### config.mk
export PLATFORM = sky130hd
export DESIGN_NAME = audio_peak_meter_watchdog_top
export DESIGN_NICKNAME = d
export VERILOG_FILES = /design/src/rtl/apmw_pkg.sv /design/src/rtl/audio_peak_meter_watchdog_top.sv /design/src/rtl/apmw_ctrl.sv /design/src/rtl/apmw_datapath.sv
export SDC_FILE = /design/constraint.sdc
export NUM_CORES = 2
export LEC_CHECK = 0
export ABC_AREA = 1
export BUFFER_PORTS_ARGS = -buffer_cell sky130_fd_sc_hd__buf_2
export CORE_ASPECT_RATIO = 1.1
export CORE_UTILIZATION = 30
export DETAILED_ROUTE_END_ITERATION = 16
export HOLD_SLACK_MARGIN = 0.12
export PLACE_DENSITY = 0.48
export SLEW_MARGIN = 20
export SYNTH_ARGS = -nofsm -noshare
export SYNTH_HDL_FRONTEND = slang
export SYNTH_SLANG_ARGS = --single-unit
export TNS_END_PERCENT = 5
### constraint.sdc
create_clock -name clk -period 8.45 [get_ports clk]
set_clock_uncertainty 0.05 [all_clocks]
set_input_delay 0.845 -clock clk [delete_from_list [all_inputs] [get_ports clk]]
set_output_delay 0.845 -clock clk [all_outputs]
set_load 0.05 [all_outputs]
### src/rtl/apmw_pkg.sv
// Shared constants, codes and types for the audio peak meter with capture watchdog.
package apmw_pkg;

  // Geometry
  localparam int CHANNELS    = 4;
  localparam int CH_W        = $clog2(CHANNELS);
  localparam int SAMPLE_BITS = 24;
  localparam int NORM_W      = $clog2(SAMPLE_BITS);

  // Log arithmetic
  localparam int LOG_FRAC_BITS = 16;
  localparam int SQ_CNT_W      = $clog2(LOG_FRAC_BITS);
  localparam int X_W           = 31;                      // Q1.30 mantissa
  localparam int MAG_W         = NORM_W + LOG_FRAC_BITS;  // -log2 in Q.16
  localparam int SCALE_W       = 23;
  localparam logic [SCALE_W-1:0] DB_SCALE_Q16 = 23'd6313022;
  localparam int PROD_W        = MAG_W + SCALE_W;
  localparam int LEVEL_W       = 13;
  localparam int DB_MAX        = 4096;

  // Word fields
  localparam int MODE_W  = 3;
  localparam int WORD_W  = 32;
  localparam int LIMIT_W = 16;
  localparam int ERR_W   = 32;
  localparam int CFG_W   = 16;

  // Input mode codes
  localparam logic [MODE_W-1:0] MODE_SAMPLE = 3'd0;
  localparam logic [MODE_W-1:0] MODE_HALF   = 3'd1;
  localparam logic [MODE_W-1:0] MODE_ERROR  = 3'd2;
  localparam logic [MODE_W-1:0] MODE_TICK   = 3'd3;
  localparam logic [MODE_W-1:0] MODE_READ   = 3'd4;

  // Configuration register indexes
  localparam logic REG_STALL_LIMIT   = 1'b0;
  localparam logic REG_SILENCE_LEVEL = 1'b1;

  // Reset values of the configuration registers
  localparam logic [LIMIT_W-1:0] STALL_LIMIT_RST   = 16'd30;
  localparam logic [LEVEL_W-1:0] SILENCE_LEVEL_RST = 13'h1A60; // -1440

  // Result kinds
  localparam logic KIND_TICK  = 1'b0;
  localparam logic KIND_LEVEL = 1'b1;

  // Controller states
  typedef enum logic [2:0] {
    ST_IDLE,
    ST_LOAD,
    ST_NORM,
    ST_SQUARE,
    ST_MAG,
    ST_MUL,
    ST_EMIT
  } state_t;

  // Commands from controller to datapath
  typedef struct packed {
    logic            accept;  // input word taken this cycle
    logic            load;    // fetch and clear peak of ch
    logic            norm;    // normalize peak into mantissa
    logic            square;  // one log2 fraction bit
    logic            mag;     // form -log2 magnitude
    logic            mul;     // scale to dB
    logic            emit;    // load level report into output
    logic [CH_W-1:0] ch;
    logic            last;
  } cmd_t;

endpackage

### src/rtl/audio_peak_meter_watchdog_top.sv
// Top level of the audio peak meter with capture watchdog.
// Four-channel peak meter and capture watchdog. Sample, half-buffer and
// sync-error words give no result; a service tick gives one result word.
// A read word gives four level reports (last one flagged) and holds the
// input until all four are out, plus any output stall: each level needs
// one fetch, one normalize, sixteen passes through the shared 31x31
// squaring multiplier for the log2 fraction, then one magnitude and one
// dB-scaling multiply. A word that gives a result waits while the output
// register is still full and stalled; other words do not wait on the output,
// but no word is taken while a read is in progress. Configuration writes take
// effect at once and are meant for idle periods.
module audio_peak_meter_watchdog_top (
  input  logic                                clk,
  input  logic                                rst,
  input  logic                                in_valid,
  output logic                                in_stall,
  input  logic [apmw_pkg::MODE_W-1:0]         mode,
  input  logic [1:0]                          channel,
  input  logic [apmw_pkg::WORD_W-1:0]         slot_word,
  input  logic                                wr_en,
  input  logic                                wr_index,
  input  logic [apmw_pkg::CFG_W-1:0]          wr_data,
  output logic                                out_valid,
  input  logic                                out_stall,
  output logic                                result_kind,
  output logic [1:0]                          out_channel,
  output logic signed [apmw_pkg::LEVEL_W-1:0] level_db,
  output logic                                restart,
  output logic [apmw_pkg::ERR_W-1:0]          error_total,
  output logic                                last
);
  import apmw_pkg::*;

  cmd_t cmd;
  logic out_free;

  apmw_ctrl u_ctrl (
    .clk      (clk),
    .rst      (rst),
    .in_valid (in_valid),
    .mode     (mode),
    .out_free (out_free),
    .in_stall (in_stall),
    .cmd      (cmd)
  );

  apmw_datapath u_datapath (
    .clk         (clk),
    .rst         (rst),
    .cmd         (cmd),
    .mode        (mode),
    .channel     (channel),
    .slot_word   (slot_word),
    .wr_en       (wr_en),
    .wr_index    (wr_index),
    .wr_data     (wr_data),
    .out_stall   (out_stall),
    .out_free    (out_free),
    .out_valid   (out_valid),
    .result_kind (result_kind),
    .out_channel (out_channel),
    .level_db    (level_db),
    .restart     (restart),
    .error_total (error_total),
    .last        (last)
  );

endmodule

### src/rtl/apmw_ctrl.sv
// Controller: input handshake and sequencing of the per-channel level computation.
module apmw_ctrl (
  input  logic                         clk,
  input  logic                         rst,
  input  logic                         in_valid,
  input  logic [apmw_pkg::MODE_W-1:0]  mode,
  input  logic                         out_free,
  output logic                         in_stall,
  output apmw_pkg::cmd_t               cmd
);
  import apmw_pkg::*;

  state_t                state, state_next;
  logic [CH_W-1:0]       ch, ch_next;
  logic [SQ_CNT_W-1:0]   cnt, cnt_next;
  logic                  gives_result;
  logic                  ch_last;

  assign gives_result = (mode == MODE_TICK) || (mode == MODE_READ);
  assign ch_last      = (ch == CH_W'(CHANNELS - 1));

  // State register
  always_ff @(posedge clk) begin
    if (rst) begin
      state <= ST_IDLE;
      ch    <= '0;
      cnt   <= '0;
    end else begin
      state <= state_next;
      ch    <= ch_next;
      cnt   <= cnt_next;
    end
  end

  // Next state and commands
  always_comb begin
    state_next = state;
    ch_next    = ch;
    cnt_next   = cnt;
    in_stall   = 1'b1;
    cmd        = '0;
    cmd.ch     = ch;
    cmd.last   = ch_last;
    unique case (state)
      ST_IDLE: begin
        in_stall   = gives_result && !out_free;
        cmd.accept = in_valid && !in_stall;
        if (cmd.accept && mode == MODE_READ) begin
          ch_next    = '0;
          state_next = ST_LOAD;
        end
      end
      ST_LOAD: begin
        cmd.load   = 1'b1;
        state_next = ST_NORM;
      end
      ST_NORM: begin
        cmd.norm   = 1'b1;
        cnt_next   = '0;
        state_next = ST_SQUARE;
      end
      ST_SQUARE: begin
        cmd.square = 1'b1;
        cnt_next   = cnt + 1'b1;
        if (cnt == SQ_CNT_W'(LOG_FRAC_BITS - 1)) begin
          state_next = ST_MAG;
        end
      end
      ST_MAG: begin
        cmd.mag    = 1'b1;
        state_next = ST_MUL;
      end
      ST_MUL: begin
        cmd.mul    = 1'b1;
        state_next = ST_EMIT;
      end
      ST_EMIT: begin
        if (out_free) begin
          cmd.emit = 1'b1;
          if (ch_last) begin
            state_next = ST_IDLE;
          end else begin
            ch_next    = ch + 1'b1;
            state_next = ST_LOAD;
          end
        end
      end
      default: state_next = ST_IDLE;
    endcase
  end

endmodule

### src/rtl/apmw_datapath.sv
// Datapath: peak registers, watchdog counters, log-level unit and output register.
module apmw_datapath (
  input  logic                                clk,
  input  logic                                rst,
  input  apmw_pkg::cmd_t                      cmd,
  input  logic [apmw_pkg::MODE_W-1:0]         mode,
  input  logic [1:0]                          channel,
  input  logic [apmw_pkg::WORD_W-1:0]         slot_word,
  input  logic                                wr_en,
  input  logic                                wr_index,
  input  logic [apmw_pkg::CFG_W-1:0]          wr_data,
  input  logic                                out_stall,
  output logic                                out_free,
  output logic                                out_valid,
  output logic                                result_kind,
  output logic [1:0]                          out_channel,
  output logic signed [apmw_pkg::LEVEL_W-1:0] level_db,
  output logic                                restart,
  output logic [apmw_pkg::ERR_W-1:0]          error_total,
  output logic                                last
);
  import apmw_pkg::*;

  // Configuration
  logic [LIMIT_W-1:0]     stall_limit;
  logic [LEVEL_W-1:0]     silence_level;

  // Meter and watchdog state
  logic [SAMPLE_BITS-1:0] peak_hold [CHANNELS];
  logic [ERR_W-1:0]       error_counter;
  logic                   restart_pending;
  logic                   activity_seen;
  logic [LIMIT_W-1:0]     stall_ticks;

  // Level unit registers
  logic [SAMPLE_BITS-1:0] p;
  logic [NORM_W-1:0]      n;
  logic [X_W-1:0]         x;
  logic [LOG_FRAC_BITS-1:0] frac;
  logic [MAG_W-1:0]       mag;
  logic [PROD_W-1:0]      prod;

  // Peak access: one address, sample channel or sequenced channel
  logic [CH_W-1:0]        addr;
  logic [SAMPLE_BITS-1:0] peak_rd;
  logic [SAMPLE_BITS-1:0] samp;
  logic [SAMPLE_BITS-1:0] samp_abs;
  logic                   samp_ok;

  assign addr     = cmd.load ? cmd.ch : CH_W'(channel);
  assign peak_rd  = peak_hold[addr];
  assign samp     = slot_word[SAMPLE_BITS-1:0];
  assign samp_abs = samp[SAMPLE_BITS-1] ? (~samp + 1'b1) : samp;
  assign samp_ok  = (int'(channel) < CHANNELS);

  // Service tick decision
  logic [LIMIT_W-1:0] ticks_inc;
  logic [LIMIT_W-1:0] tick_ticks;
  logic               tick_rs;

  assign ticks_inc = stall_ticks + 1'b1;

  always_comb begin
    tick_ticks = '0;
    tick_rs    = 1'b0;
    priority if (restart_pending) begin
      tick_rs = 1'b1;
    end else if (!activity_seen) begin
      if (ticks_inc >= stall_limit) begin
        tick_rs = 1'b1;
      end else begin
        tick_ticks = ticks_inc;
      end
    end else begin
      tick_ticks = '0;
    end
  end

  logic ev_sample, ev_half, ev_error, ev_tick;
  assign ev_sample = cmd.accept && mode == MODE_SAMPLE;
  assign ev_half   = cmd.accept && mode == MODE_HALF;
  assign ev_error  = cmd.accept && mode == MODE_ERROR;
  assign ev_tick   = cmd.accept && mode == MODE_TICK;

  // Configuration writes
  always_ff @(posedge clk) begin
    if (rst) begin
      stall_limit   <= STALL_LIMIT_RST;
      silence_level <= SILENCE_LEVEL_RST;
    end else if (wr_en) begin
      unique case (wr_index)
        REG_STALL_LIMIT:   stall_limit   <= wr_data[LIMIT_W-1:0];
        REG_SILENCE_LEVEL: silence_level <= wr_data[LEVEL_W-1:0];
        default: ;
      endcase
    end
  end

  // Peak hold: max on samples, clear on fetch or restart
  always_ff @(posedge clk) begin
    if (rst || (ev_tick && tick_rs)) begin
      for (int i = 0; i < CHANNELS; i++) begin
        peak_hold[i] <= '0;
      end
    end else if (cmd.load) begin
      peak_hold[addr] <= '0;
    end else if (ev_sample && samp_ok && samp_abs > peak_rd) begin
      peak_hold[addr] <= samp_abs;
    end
  end

  // Watchdog state
  always_ff @(posedge clk) begin
    if (rst) begin
      error_counter   <= '0;
      restart_pending <= 1'b0;
      activity_seen   <= 1'b0;
      stall_ticks     <= '0;
    end else begin
      if (ev_half) begin
        activity_seen <= 1'b1;
      end
      if (ev_error) begin
        if (error_counter != '1) begin
          error_counter <= error_counter + 1'b1;
        end
        restart_pending <= 1'b1;
      end
      if (ev_tick) begin
        stall_ticks <= tick_ticks;
        if (restart_pending) begin
          restart_pending <= 1'b0;
        end else if (activity_seen) begin
          activity_seen <= 1'b0;
        end
      end
    end
  end

  // Leading-one position of the peak
  logic [NORM_W-1:0] lead;
  always_comb begin
    lead = '0;
    for (int i = 0; i < SAMPLE_BITS; i++) begin
      if (p[i]) begin
        lead = NORM_W'(i);
      end
    end
  end

  // Squaring step: x in Q1.30, square back to Q.30
  logic [2*X_W-1:0] sq;
  logic [X_W:0]     sq_q30;
  assign sq     = x * x;
  assign sq_q30 = sq[2*X_W-1:X_W-1];

  // Magnitude and rounding
  logic [NORM_W-1:0] int_part;
  logic [PROD_W:0]   rounded;
  logic [LEVEL_W-1:0] db;
  assign int_part = NORM_W'(SAMPLE_BITS - 1) - n;
  assign rounded  = {1'b0, prod} + (PROD_W+1)'(64'd1 << 31);
  assign db       = (rounded[PROD_W:32] > (PROD_W-31)'(DB_MAX)) ? LEVEL_W'(DB_MAX)
                                                              : rounded[32+LEVEL_W-1:32];

  // Level unit sequencing
  always_ff @(posedge clk) begin
    if (cmd.load) begin
      p <= peak_rd;
    end
    if (cmd.norm) begin
      n    <= lead;
      x    <= X_W'({{(X_W-SAMPLE_BITS){1'b0}}, p} << (X_W - 1 - int'(lead)));
      frac <= '0;
    end
    if (cmd.square) begin
      frac <= {frac[LOG_FRAC_BITS-2:0], sq_q30[X_W]};
      x    <= sq_q30[X_W] ? sq_q30[X_W:1] : sq_q30[X_W-1:0];
    end
    if (cmd.mag) begin
      mag <= {int_part, {LOG_FRAC_BITS{1'b0}}} - {{NORM_W{1'b0}}, frac};
    end
    if (cmd.mul) begin
      prod <= mag * DB_SCALE_Q16;
    end
  end

  // Output register
  assign out_free = !out_valid || !out_stall;

  always_ff @(posedge clk) begin
    if (rst) begin
      out_valid <= 1'b0;
    end else if (ev_tick || cmd.emit) begin
      out_valid <= 1'b1;
    end else if (!out_stall) begin
      out_valid <= 1'b0;
    end
  end

  always_ff @(posedge clk) begin
    if (ev_tick) begin
      result_kind <= KIND_TICK;
      out_channel <= '0;
      level_db    <= '0;
      restart     <= tick_rs;
      error_total <= error_counter;
      last        <= 1'b1;
    end else if (cmd.emit) begin
      result_kind <= KIND_LEVEL;
      out_channel <= 2'(cmd.ch);
      level_db    <= (p == '0) ? silence_level : (LEVEL_W'(0) - db);
      restart     <= 1'b0;
      error_total <= error_counter;
      last        <= cmd.last;
    end
  end

endmodule
==> summary.txt <==
Synthesis
  – Count of flip-flops with a built-in enable after synthesis: 239
  – Warning count from the yosys run: 0
  – Area of the mapped netlist: 52220 um2
  – Mean post-synth cell area: 8.555 um2
  – Synth unique cells: 63
  – Gate count after technology mapping: 6104
  – Number of register bits inferred by synthesis: 345
  – Sequential share of the synthesized area: 17.81%
  – Post-synthesis net count: 7567
  – Main synth FF type: edfxtp_1
  – Async set or reset register ratio after synthesis: 0%

Critical path
  – Stage delay of the slowest cell on the critical path: 0.56 ns
  – Signal arrival time at the worst endpoint: 8.34 ns
  – Cell seen most often among critical-path stages: fa_1
  – CP Max Fanout: 25
  – Critical Path RT: 8.68 ns
  – Slowest cell on the critical path: fa_1
  – Crit Path Category: flip-flop to flip-flop
  – Crit end category: flip-flop
  – CP startpoint kind: flip-flop

CTS
  – Worst-skew pair later-pin latency: 0.56 ns
  – Cts hold-fix bufs: 0
  – Clock sinks: 345
  – CTS buffer count: 39
  – CTS Buffer Depth: 3
  – CTS tree: yes
  – Clock slew seen by the registers of the worst setup and hold paths: 0.06 ns
  – Deepest level of the CTS H-tree: 2
  – Root buffer cell: clkbuf_16

Timing
  – Upper clock frequency limit: 0.1233 GHz
  – Hold Fails Final Rpt: 0
  – Worst relative slew slack: 26.47%
  – Fin crit share: 96.01%
  – Unrepaired setup endpoints after global routing: true
  – Final Critical Period: 8.113 ns
  – Final number of setup-violating endpoints: 0
  – Transition at the pin with the smallest max-transition slack: 1.099 ns
  – Post-Route Setup TNS: 0 ns
  – Number of max-slew violations in the final report: 0

Global routing
  – Wire length of the first global-routing pass: 217.4 mm
  – Met1 usage in global routing: 20.15%
  – GR met3 Demand/Resource: 1.071%
  – Vias in the first global route: 40743
  – Largest net degree at the start of global routing: 61
  – Initial antenna violation count: 3
  – Grt peak-use layer: met2
  – Remaining global-route overflow: 0
  – All-layer global routing usage: 15.42%
  – Global-route track usage on met2: 28.21%

Routing
  – Total wire length: 131.9 mm
  – Antenna Violating Nets Remaining: 0
  – Number of design-rule violations left by the first detailed-router iteration: 1727
  – Overall via count from detail_route: 38118
  – Average via count per standard cell: 4.497
  – Number of detailed-routing iterations run before antenna repair: 5
  – DR WL/cell: 15.56 um
  – Drc violations: 0

Layout
  – Design Area, Final: 57410 um2
  – FILL cells: 18070
  – Relative area change from synthesis to final layout: 9.938%
  – Layout net count: 7643
  – Reg area: 9299 um2
  – Ratio of cells with drive above 1 in the final layout: 5.300%
  – Multi-input combinational cell area: 35900 um2

Die
  – Die area: 175700 um2
  – Starting Density: 30.23%
  – Standard cell core area: 172800 um2
  – Count of boundary I/O pins: 111
  – Horizontal die dimension: 399.8 um
  – Std-Cell Rows: 160
  – Die span in y: 439.6 um

Run status
  – Run status: finished, final reports clean

Placed design
  – Total half-perimeter wirelength after legalization and detailed placement: 108.4 mm
  – Cell Area, Placed: 55990 um2
  – Final Wtd Congestion: 0.8757
  – IO buf count: 102

Job
  – Number of max-cap violations: 0

Worst hold path
  – Worst min path class: flip-flop to flip-flop
==> layout by cell type (no fill, tap or decap), types with 35 or more instances in the layout <==
cell       instances
buf_4             72
buf_2            102
edfxtp_1         239
nor2_1           333
nand3_1          226
nor3_1            55
ha_1             541
a21oi_1          228
inv_1           1708
nand2_1         1058
xor2_1            93
dfxtp_1          106
clkbuf_16         39
nand4_1           35
xnor2_1           42
fa_1             863
o21ai_0          142
==> registers in the layout (all words and copies together), names as in the netlist, 2 cells and up <==
signal and flops:
u_datapath.silence_level 13, u_datapath.error_counter 32, u_datapath.prod 13, u_datapath.error_total 32, u_datapath.level_db 13, u_datapath.frac 16
u_datapath.stall_ticks 16, u_ctrl.state 3, u_datapath.out_channel 2, u_datapath.p 24, u_datapath.n 5, u_datapath.stall_limit 16
u_ctrl.ch 2, u_datapath.peak_hold 96, u_datapath.x 31, u_datapath.mag 21, u_ctrl.cnt 4
==> worst max-delay path: cells and delay by family, from the launching register on <==
kind | cells | cell delay, ns
AO/OA/AOI/OAI | 3 | 0.66
XOR/XNOR | 1 | 0.15
adder cells (fa/ha/maj) | 9 | 4.32
buffers and inverters | 11 | 1.18
flip-flops | 1 | 0.41
AND/OR/NAND/NOR | 10 | 1.05
==> cells in the mapped netlist (all sizes together) (23+ instances only) <==
master | count | share of area (%)
a21oi | 232 | 2.2
a32oi | 23 | 0.39
buf | 28 | 0.23
clkbuf | 142 | 1.0
dfxtp | 106 | 4.1
edfxtp | 239 | 14
fa | 863 | 33
ha | 541 | 13
inv | 1715 | 12
nand2 | 1068 | 7.7
nand3 | 227 | 2.2
nand4 | 36 | 0.44
nor2 | 344 | 2.5
nor3 | 62 | 0.64
o211ai | 26 | 0.37
o21ai | 152 | 1.5
xnor2 | 42 | 0.70
xor2 | 94 | 1.6
==> layout make-up <==
type | count | area share, %
Multi-Input combinational cell | 3869 | 62.52
Sequential cell | 345 | 16.20
Inverter | 1720 | 11.26
Tap cell | 2268 | 4.943
Timing Repair Buffer | 205 | 2.912
Clock buffer | 49 | 1.818
Clock inverter | 20 | 0.3487
Antenna cell | 1 | 0.004359
==> kinds of logic (layout without fill, tap and decap cells) <==
group,after synthesis,after routing,share of synthesized area (%)
buffers and inverters,1890,1994,13.61
and+or+nand+nor,1778,1778,14.04
adders and majority gates,1404,1404,46.04
AOI/OAI and AO/OA,551,551,6.220
DFF,345,345,17.81
xor gates and xnor gates,136,136,2.281
other,0,1,0
==> per-layer routing <==
layer  part of all wire [%]  wire, um
met2                     52     68050
met4                    1.3      1698
met5                  0.017        22
met1                     45     58970
met3                    2.4      3156
==> per-stage QoR <==
step           hold slack [ns]  utilization, %  instances  setup WS (ns)
5_1_grt                 0.4191           33.23       8477       -0.09138
3_5_place_dp            0.3939           32.41       8397       -0.01330
4_1_cts                 0.4045           33.17       8470        0.01899
3_3_place_gp            0.3887           32.41       8397        0.02186
2_1_floorplan           0.3800               -       6104         0.8125
6_report                0.4040           33.23       8477         0.3375
==> path summary, 6_finish.rpt <==
check	cells past startpoint	end	slack, ns	startpoint
setup reg to reg	34	u_datapath.x[23]$_DFFE_PP_	0.34	u_datapath.x[11]$_DFFE_PP_
setup / recovery	34	u_datapath.x[23]$_DFFE_PP_	0.34	u_datapath.x[11]$_DFFE_PP_
hold / removal	2	u_datapath.level_db[7]$_SDFFE_PP0P_	0.40	u_datapath.level_db[7]$_SDFFE_PP0P_
hold reg to reg	2	u_datapath.level_db[7]$_SDFFE_PP0P_	0.40	u_datapath.level_db[7]$_SDFFE_PP0P_
==> repair_timing <==
item	4_1_cts	5_1_grt
buffers inserted	4	6
resized for setup	0	17
pin swaps	0	4
endpoints found under the setup margin	1	32
Power is not shown: default switching activity piles up to over one toggle a cycle in this logic, so the estimate is an artifact.
